**src/design/rmc_pkg.sv**
```systemverilog
`default_nettype none
package rmc_pkg;

    typedef enum logic [0:0] {
        PH_HEADER = 1'b0,
        PH_SKIP   = 1'b1
    } t_phase;

    localparam logic [1:0] EV_VIDEO = 2'd0;
    localparam logic [1:0] EV_AUDIO = 2'd1;
    localparam logic [1:0] EV_END   = 2'd2;

    localparam logic CFG_STEP = 1'b0;
    localparam logic CFG_BASE = 1'b1;

    localparam logic [31:0] ID_LIST   = 32'h5453_494C;
    localparam logic [7:0]  CH_D      = 8'h64;
    localparam logic [7:0]  CH_C      = 8'h63;
    localparam logic [7:0]  CH_B      = 8'h62;
    localparam logic [7:0]  CH_W      = 8'h77;
    localparam logic [23:0] FRAME_MAX = 24'hFF_FFFF;

    localparam int TDATA_W = 144;
    localparam int TUSER_W = 3;

    typedef struct packed {
        logic [1:0]  event_kind;
        logic [15:0] stream_id;
        logic [31:0] payload_size;
        logic [31:0] payload_offset;
        logic [23:0] frame_number;
        logic        checkpoint_valid;
        logic [4:0]  checkpoint_slot;
        logic [31:0] checkpoint_offset;
    } t_result;

endpackage
`default_nettype wire

```
**src/design/rmc_parser.sv**
```systemverilog
`default_nettype none
module rmc_parser #(
    parameter int CHECKPOINT_COUNT = 32
) (
    input  wire logic            i_clk,
    input  wire logic            i_rst_n,
    input  wire logic            i_cfg_we,
    input  wire logic            i_cfg_idx,
    input  wire logic [31:0]     i_cfg_data,
    input  wire logic            i_strobe,
    input  wire logic [7:0]      i_byte,
    input  wire logic            i_last,
    output rmc_pkg::t_result     o_res,
    output logic                 o_res_valid
);
    import rmc_pkg::*;

    localparam int SW = $clog2(CHECKPOINT_COUNT + 1);
    localparam logic [SW-1:0] SLOT_LIMIT = SW'(CHECKPOINT_COUNT);

    t_phase          r_phase, n_phase;
    logic [2:0]      r_hcnt, n_hcnt;
    logic [31:0]     r_id, n_id;
    logic [23:0]     r_size, n_size;
    logic [32:0]     r_skip, n_skip;
    logic [31:0]     r_pos, n_pos;
    logic [31:0]     r_after, n_after;
    logic [23:0]     r_frame, n_frame;
    logic [15:0]     r_cdown, n_cdown;
    logic [SW-1:0]   r_slot, n_slot;
    logic [15:0]     r_step;
    logic [31:0]     r_base;

    logic [31:0]     sz;
    logic            pad;
    logic [31:0]     coff;
    logic [SW+4:0]   slot_ext;

    assign sz       = {i_byte, r_size};
    assign pad      = sz[0];
    assign coff     = r_after + sz + {31'd0, pad};
    assign slot_ext = {5'd0, r_slot};

    always_comb begin
        n_phase     = r_phase;
        n_hcnt      = r_hcnt;
        n_id        = r_id;
        n_size      = r_size;
        n_skip      = r_skip;
        n_pos       = r_pos + 32'd1;
        n_after     = r_after + 32'd1;
        n_frame     = r_frame;
        n_cdown     = r_cdown;
        n_slot      = r_slot;
        o_res       = '0;
        o_res_valid = 1'b0;

        if (r_phase == PH_SKIP) begin
            if (r_skip != 33'd0) begin
                n_skip = r_skip - 33'd1;
            end
            if (n_skip == 33'd0) begin
                n_phase = PH_HEADER;
            end
        end else begin
            if (!r_hcnt[2]) begin
                n_id[8*r_hcnt[1:0] +: 8] = i_byte;
            end else if (r_hcnt != 3'd7) begin
                n_size[8*r_hcnt[1:0] +: 8] = i_byte;
            end
            n_hcnt = r_hcnt + 3'd1;
        end

        if (i_last) begin
            // The end event wins over a header completed by the same byte.
            o_res_valid          = 1'b1;
            o_res.event_kind     = EV_END;
            o_res.payload_offset = r_after;
            o_res.frame_number   = r_frame;
            n_phase = PH_HEADER;
            n_hcnt  = 3'd0;
            n_skip  = 33'd0;
            n_pos   = 32'd0;
            n_after = r_base + 32'd1;
            n_frame = 24'd0;
            n_cdown = r_step;
            n_slot  = SW'(1);
        end else if (r_phase == PH_HEADER && r_hcnt == 3'd7) begin
            if (r_id == ID_LIST) begin
                n_skip  = 33'd4;
                n_phase = PH_SKIP;
            end else begin
                n_skip  = {1'b0, sz} + {32'd0, pad};
                n_phase = (sz != 32'd0) ? PH_SKIP : PH_HEADER;
                o_res.stream_id      = r_id[15:0];
                o_res.payload_size   = sz;
                o_res.payload_offset = r_after;
                o_res.frame_number   = r_frame;
                if (sz != 32'd0 && r_id[23:16] == CH_D
                        && (r_id[31:24] == CH_C || r_id[31:24] == CH_B)) begin
                    o_res_valid      = 1'b1;
                    o_res.event_kind = EV_VIDEO;
                    if (r_frame != FRAME_MAX) begin
                        n_frame = r_frame + 24'd1;
                        o_res.frame_number = n_frame;
                        if (r_step != 16'd0) begin
                            if (r_cdown <= 16'd1) begin
                                n_cdown = r_step;
                                if (r_slot < SLOT_LIMIT) begin
                                    o_res.checkpoint_valid  = 1'b1;
                                    o_res.checkpoint_slot   = slot_ext[4:0];
                                    o_res.checkpoint_offset = coff;
                                    n_slot = r_slot + SW'(1);
                                end
                            end else begin
                                n_cdown = r_cdown - 16'd1;
                            end
                        end
                    end
                end else if (sz != 32'd0 && r_id[23:16] == CH_W
                        && r_id[31:24] == CH_B) begin
                    o_res_valid      = 1'b1;
                    o_res.event_kind = EV_AUDIO;
                end
            end
        end
    end

    always_ff @(posedge i_clk) begin
        if (!i_rst_n) begin
            r_phase <= PH_HEADER;
            r_hcnt  <= 3'd0;
            r_skip  <= 33'd0;
            r_pos   <= 32'd0;
            r_after <= 32'd1;
            r_frame <= 24'd0;
            r_cdown <= 16'd1;
            r_slot  <= SW'(1);
            r_step  <= 16'd1;
            r_base  <= 32'd0;
        end else if (i_strobe) begin
            r_phase <= n_phase;
            r_hcnt  <= n_hcnt;
            r_skip  <= n_skip;
            r_pos   <= n_pos;
            r_after <= n_after;
            r_frame <= n_frame;
            r_cdown <= n_cdown;
            r_slot  <= n_slot;
        end else if (i_cfg_we) begin
            if (i_cfg_idx == CFG_STEP) begin
                r_step  <= i_cfg_data[15:0];
                r_cdown <= i_cfg_data[15:0];
            end else begin
                r_base  <= i_cfg_data;
                r_after <= i_cfg_data + r_pos + 32'd1;
            end
        end
    end

    // Header bytes need no reset; every field is rewritten before it is used.
    always_ff @(posedge i_clk) begin
        if (i_strobe) begin
            r_id   <= n_id;
            r_size <= n_size;
        end
    end

endmodule
`default_nettype wire

```
**src/design/riff_movi_chunk_classifier.sv**
```systemverilog
`default_nettype none
// Channel   Direction  Handshake              Payload
// s_axis    in         i_s_tvalid/o_s_tready  tdata: data_byte; tlast: last_byte
// m_axis    out        o_m_tvalid/i_m_tready  tdata: chunk event; tuser: kind, checkpoint
// cfg       in         i_cfg_we               i_cfg_idx, i_cfg_data (no read-back)
//
// One byte is taken every cycle while the output is not stalled; an item goes from the
// input register through the parser logic into the result register, and o_m_tvalid
// rises when the parser advances the item into the result register. A result held in
// the result register stalls the parser, and the input register is free again in the
// same cycle that the parser advances. Reset is synchronous and needs no clearing pass.
module riff_movi_chunk_classifier #(
    parameter int CHECKPOINT_COUNT = 32
) (
    input  wire logic                        i_clk,
    input  wire logic                        i_rst_n,
    input  wire logic                        i_cfg_we,
    input  wire logic                        i_cfg_idx,
    input  wire logic [31:0]                 i_cfg_data,
    input  wire logic                        i_s_tvalid,
    output logic                             o_s_tready,
    // [7:0] data_byte
    input  wire logic [7:0]                  i_s_tdata,
    input  wire logic                        i_s_tlast,
    output logic                             o_m_tvalid,
    input  wire logic                        i_m_tready,
    // [15:0] stream_id, [47:16] payload_size, [79:48] payload_offset,
    // [103:80] frame_number, [108:104] checkpoint_slot, [140:109] checkpoint_offset
    output logic [rmc_pkg::TDATA_W-1:0]      o_m_tdata,
    // [1:0] event_kind, [2] checkpoint_valid
    output logic [rmc_pkg::TUSER_W-1:0]      o_m_tuser
);
    import rmc_pkg::*;

    logic        r_in_valid;
    logic [7:0]  r_in_byte;
    logic        r_in_last;
    logic        advance;
    t_result     res;
    logic        res_valid;
    logic        r_out_valid;
    t_result     r_out;

    assign advance    = r_in_valid && (!r_out_valid || i_m_tready);
    assign o_s_tready = !r_in_valid || advance;

    always_ff @(posedge i_clk) begin
        if (!i_rst_n) begin
            r_in_valid <= 1'b0;
        end else if (o_s_tready) begin
            r_in_valid <= i_s_tvalid;
        end
    end

    always_ff @(posedge i_clk) begin
        if (o_s_tready && i_s_tvalid) begin
            r_in_byte <= i_s_tdata;
            r_in_last <= i_s_tlast;
        end
    end

    rmc_parser #(
        .CHECKPOINT_COUNT(CHECKPOINT_COUNT)
    ) u_parser (
        .i_clk      (i_clk),
        .i_rst_n    (i_rst_n),
        .i_cfg_we   (i_cfg_we),
        .i_cfg_idx  (i_cfg_idx),
        .i_cfg_data (i_cfg_data),
        .i_strobe   (advance),
        .i_byte     (r_in_byte),
        .i_last     (r_in_last),
        .o_res      (res),
        .o_res_valid(res_valid)
    );

    always_ff @(posedge i_clk) begin
        if (!i_rst_n) begin
            r_out_valid <= 1'b0;
        end else if (advance) begin
            r_out_valid <= res_valid;
        end else if (i_m_tready) begin
            r_out_valid <= 1'b0;
        end
    end

    always_ff @(posedge i_clk) begin
        if (advance && res_valid) begin
            r_out <= res;
        end
    end

    assign o_m_tvalid = r_out_valid;
    assign o_m_tdata  = {3'd0, r_out.checkpoint_offset, r_out.checkpoint_slot,
                         r_out.frame_number, r_out.payload_offset,
                         r_out.payload_size, r_out.stream_id};
    assign o_m_tuser  = {r_out.checkpoint_valid, r_out.event_kind};

endmodule
`default_nettype wire

```
**config.mk**
```make
export PLATFORM = sky130hd
export DESIGN_NAME = riff_movi_chunk_classifier
export DESIGN_NICKNAME = d
export VERILOG_FILES = /design/src/design/rmc_pkg.sv /design/src/design/rmc_parser.sv /design/src/design/riff_movi_chunk_classifier.sv
export SDC_FILE = /design/constraint.sdc
export NUM_CORES = 1
export LEC_CHECK = 0
export ABC_CLOCK_PERIOD_IN_PS = 12400
export BUFFER_PORTS_ARGS = -buffer_cell sky130_fd_sc_hd__buf_4
export CAP_MARGIN = 25
export CORE_MARGIN = 10
export CORE_UTILIZATION = 35
export DETAILED_ROUTE_END_ITERATION = 12
export PLACE_DENSITY = 0.59
export SLEW_MARGIN = 5
export SYNTH_ARGS = -nofsm -noshare
export SYNTH_HDL_FRONTEND = slang
export SYNTH_HIERARCHICAL = 1
export SYNTH_SLANG_ARGS = --single-unit
```
**constraint.sdc**
```tcl
create_clock -name i_clk -period 12.4 [get_ports i_clk]
set_clock_uncertainty 0.1 [all_clocks]
set_input_delay 2.48 -clock i_clk [delete_from_list [all_inputs] [get_ports i_clk]]
set_output_delay 2.48 -clock i_clk [all_outputs]
set_load 0.005 [all_outputs]
```
* After elaboration in Yosys (flattened, before gate mapping)
Cells that the tools add are included.
** Operators by class
- $lt $le $gt $ge :: 2
- Bitwise logic cells :: 10
- Add/sub/neg operators :: 14
- Reductions and logical operators :: 41
- Eq/ne operators :: 16
- Shifts and indexed selects :: 4
- Multiplexer cells :: 61
** Operator list (count)
- 2-to-1 mux 144 bit :: 2
- 2-to-1 mux 33 bit :: 6
- 2-to-1 mux 16 bit :: 10
- 2-to-1 mux 32 bit :: 5
- adder 32 x 1 -> 32 bit, second input constant :: 4
- 2-to-1 mux 62 bit :: 2
- 2-to-1 mux 24 bit :: 5
- 2-to-1 mux 38 bit :: 3
- adder 32 bit :: 2
- 2-to-1 mux 56 bit :: 1
- 2-to-1 mux 6 bit :: 8
- negator 5 -> 34 bit :: 1
- variable shift 8 x 34 -> 24 bit, first input constant :: 1
- variable shift 8 x 34 -> 32 bit, first input constant :: 1
- indexed part select 8 x 34 -> 24 bit :: 1
- indexed part select 8 x 34 -> 32 bit :: 1
- adder 32 x 1 -> 33 bit :: 1
- logical NOT 33 bit :: 1
- nonzero test 33 bit :: 1
- subtractor 33 x 1 -> 33 bit, second input constant :: 1
- adder 32 x 1 -> 32 bit :: 1
- bitwise mux 32 bit :: 1
- equality test 32 x 31 -> 1 bit, second input constant :: 1
- equality test 8 x 7 -> 1 bit, second input constant :: 4
- other kinds (34) :: 84
** Word-level totals
- Flip-flop bits (word level) :: 406

* Logic depth before layout (Yosys ltp)
- Depth after elaboration :: 10
- Gate-level depth with buffers :: 19

* Cells and area by module
The synthesis kept the hierarchy.
** By module, submodules not included
- rmc_parser :: instances 1, seq. area each 5585.4 um^2, cells each 2326, area an instance 17837.1 um^2
- riff_movi_chunk_classifier :: instances 1, seq. area each 4634.4 um^2, cells each 170, area an instance 4733.3 um^2

* Least setup slack after synthesis
OpenSTA, ideal clock, no wires.
- Path kind :: input-to-reg
- Start :: input i_m_tready
- End :: register r_out, in the netlist o_m_tdata[0], enable pin
- Stages :: 2
- Required time :: 11.651 ns
- Setup slack :: 3.185 ns
- Buffers on the path :: 0
- Setup time :: 0.649 ns
- Arrival :: 8.466 ns
- Path through :: nor2b_4 -> nor2_1
** On the way
- Cells in the longest elaborated chain, start to end :: 3
** Ends and longest elaborated chain
- start, declared :: line riff_movi_chunk_classifier.sv:26 : input wire logic i_m_tready,
- logical OR 1 bit :: line riff_movi_chunk_classifier.sv:44 : assign advance = r_in_valid && (!r_out_valid || i_m_tready);
- logical AND 1 bit :: line riff_movi_chunk_classifier.sv:44
- logical AND 1 bit :: line riff_movi_chunk_classifier.sv:88 : if (advance && res_valid) begin
- end signal, assigned :: line riff_movi_chunk_classifier.sv:89 : r_out <= res;
- end, declared :: line riff_movi_chunk_classifier.sv:42 : t_result r_out;
Every way passes these cells.
A chain may end at the register's enable or synchronous reset.

* Worst setup path in the final report
- Start :: input i_m_tready
- End :: output o_s_tready
** On the way
- Cells in the longest elaborated chain, start to end :: 3
** Ends and longest elaborated chain
- logical OR 1 bit :: line riff_movi_chunk_classifier.sv:44
- logical AND 1 bit :: line riff_movi_chunk_classifier.sv:44
- logical OR 1 bit :: line riff_movi_chunk_classifier.sv:45 : assign o_s_tready = !r_in_valid || advance;
- end, declared :: line riff_movi_chunk_classifier.sv:21 : output logic o_s_tready,
Every way passes these cells.

==> results.yml <==
status:
  status: "finished clean"
timing:
  tightest_slew_ns: 1.10
  setup-violations-final: 0
  maxSlewHeadroom: 0.262
  slew_viol_final: 0
  period_share: 0.448
  finalSetupTns_ns: 0
  hold_ws_ns: 0.360
  fmax_mhz: 180
  hold_viol: 0
  rsz0062_at_grt: "no"
  finalCriticalPeriod_ns: 5.56
drt:
  drt-total-wl_um: 74500
  dr_total_vias: 19700
  route.detailed.drc: 0
  first_pass_iters: 5
  drt_iter0_drc: 1628
  via_per_inst: 5.59
  drt-wirelength-per-cell_um: 21.1
  ant_nets: 0
setup_path:
  rr_endpoint: "o_m_tdata[58]"
  reg2reg_from: "u_parser/r_size[0]"
  cp-end-kind: "primary output"
  timing.critical_path.buf_inv: 2
  critPathArrivalTime_ns: 2.98
  slowest_delay_ns: 0.16
  critPathTopFamily: "buffers and inverters"
  worstPathRequired_ns: 9.82
  path_cells: "buf_4 > nor2b_4 > nand2_1 > buf_4"
  critPathLaunch: "i_m_tready"
  reg2reg_slack_ns: 7.77
  crit_end: "o_s_tready"
  cp_slowest_cell: "nor2b_4"
  cp_max_fo: 3
  worst_path_most_repeated_cell: "buf_4"
  cp.depth: 4
  rr_worst_depth: 11
  start_kind: "primary input"
  crit_type: "in2out"
placed_design:
  dp_hpwl_um: 53600
  gp_congestion: 0.889
  io_buffer_count: 192
synth:
  ys.warnings.count: 6
  yosysTopAreaCell: "edfxtp_1"
  netlist_area_mm2: 0.0226
  synth_area_leaders: "edfxtp_1 (28%), dfxtp_1 (17%), a21oi_1 (4.9%)"
  synth_area_per_cell_um2: 9.04
  synth_top_area_frac: 0.278
  synthCells: 2496
  yosysSeqAreaShare: 0.453
  synth_edf_count: 209
  async_reset_ff_frac: 0
  synth_seq_cells: 406
  synth_ff_type: "edfxtp_1"
  synth_cell_types: 83
clock_tree:
  path_clk_slew_ns: 0.05
  htreeDepth: 2
  cts_tree: "done"
  clockBufferDepth: 3
  cts_made_buffers: 46
  worstSkewPairLatency_ns: 0.60
  ctsResizeCount: 0
  cts_hold_buf: 0
  clock-sinks: 406
  cts_setup_buffers: 0
  cts-root-buf: "clkbuf_16"
pwr:
  ir_drop_mv: 0.0805
  leakage_nw: 9.99
  powerDensity_mw_per_mm2: 122
final_layout:
  drive_gt1_frac: 0.125
  areaGrowthSynthToFinish_pct: 17.2
  nets: 2761
  antenna_cells: 0
  layout_common_cells: "nand2_1 (258), nor2_1 (240), a21oi_1 (221)"
  final_common_cell: "nand2_1"
global_route:
  antenna_found_initial: 2
  grt_max_degree: 93
  track_usage: 0.190
  grt_pass1_wl_um: 113000
  grt_pass1_vias: 19000
  overflow: 0
floorplanning:
  initial_utilization: 0.352
  core_mm2: 0.0641
  die_y_um: 274
  die_x_um: 274
  fp-row-count: 93
  die_area_mm2: 0.0750
  pin_count: 196
flow_run:
  drv_cap: 0
min_path:
  holdCritPathClass: "reg2reg"
[registers in the layout, indices dropped and copies added, names as in the netlist, 3 cells and up]
signal / flops
o_m_tdata: 141
o_m_tuser: 3
r_in_byte: 8
u_parser/r_after: 32
u_parser/r_base: 32
u_parser/r_cdown: 16
u_parser/r_frame: 24
u_parser/r_hcnt: 3
u_parser/r_id: 32
u_parser/r_pos: 32
u_parser/r_size: 24
u_parser/r_skip: 33
u_parser/r_slot: 6
u_parser/r_step: 16
[cell type report]
cell class | instances | area [um^2]
sequential | 406 | 10200
multi-input combinational | 1897 | 11600
clock inverter | 18 | 200
timing repair buffer | 223 | 1750
fill | 6260 | 37700
clock buffer | 67 | 1350
tap | 855 | 1070
inverter | 59 | 224
[where the power goes]
group          switching (mW)  total (mW)  leakage [nW]  internal, mW
Combinational           0.200       0.329          5.69         0.129
Clock                   0.572        1.41         0.762         0.840
Sequential             0.0438        1.49          3.54          1.45
Total                   0.816        3.23          9.99          2.41
[tightest hold or removal path, cell delays in order (launching register included)]
cell,delay (ns)
dfxtp_1,0.31
nand2_1,0.05
a21oi_1,0.05
[synthesized netlist by cell type, types with 13 or more instances]
cell and count:
clkbuf_1 117, o22ai_1 22, a221oi_1 13, nand3b_1 18
o31ai_1 26, inv_1 58, a31oi_1 23, and3_1 81
nand2_1 258, nor4_1 38, a211oi_1 30, and2_1 59
nand4_1 22, dfxtp_1 197, nor2_1 244, nor3_1 60
edfxtp_1 209, nand3_1 88, a21oi_1 221, xor2_1 70
a22oi_1 34, or3_1 33, a21o_1 24, xnor2_1 79
o21ai_0 131, ha_1 79, mux2i_1 37, nor2b_1 39
[metal layers]
layer / global-route usage / up-vias / routed length, um
li1: - / 9391 / -
met1: 0.248 / 9427 / 31700
met2: 0.314 / 747 / 35000
met3: 0.0322 / 127 / 5420
met4: 0.0677 / 0 / 2370
met5: 0 / - / 0
[how the worst min path moves through the flow]
stage                     cells after the start                start                  end
after global routing                          2  u_parser/r_base[22]  u_parser/r_base[22]
after floorplan                               2  u_parser/r_base[19]  u_parser/r_base[19]
after global placement                        2  u_parser/r_base[29]  u_parser/r_base[29]
final                                         2  u_parser/r_base[22]  u_parser/r_base[22]
after detailed placement                      2  u_parser/r_base[22]  u_parser/r_base[22]
after CTS                                     2  u_parser/r_base[22]  u_parser/r_base[22]
[stage by stage]
step	util	power [mW]	area, um^2	std cells	setup slack (ns)
global placement	0.387	1.83	24800	3435	6.63
detailed placement	0.387	1.84	24800	3437	6.51
floorplan	-	1.72	22600	2498	3.18
CTS	0.411	3.26	26400	3522	6.84
global route	0.412	3.35	26400	3525	6.81
finish	0.412	3.23	26400	3525	6.84
[cell families after synthesis]
logic type,Yosys count,synth area share
AND/OR/NAND/NOR,1009,0.224
AO/OA/AOI/OAI,612,0.167
flip-flops,406,0.453
buffers and inverters,195,0.0338
XOR/XNOR,149,0.0578
adder cells (fa/ha/maj),81,0.0456
multiplexers,43,0.0194
other,1,0.000166
No activity file was read; power rests on OpenSTA's default activity.
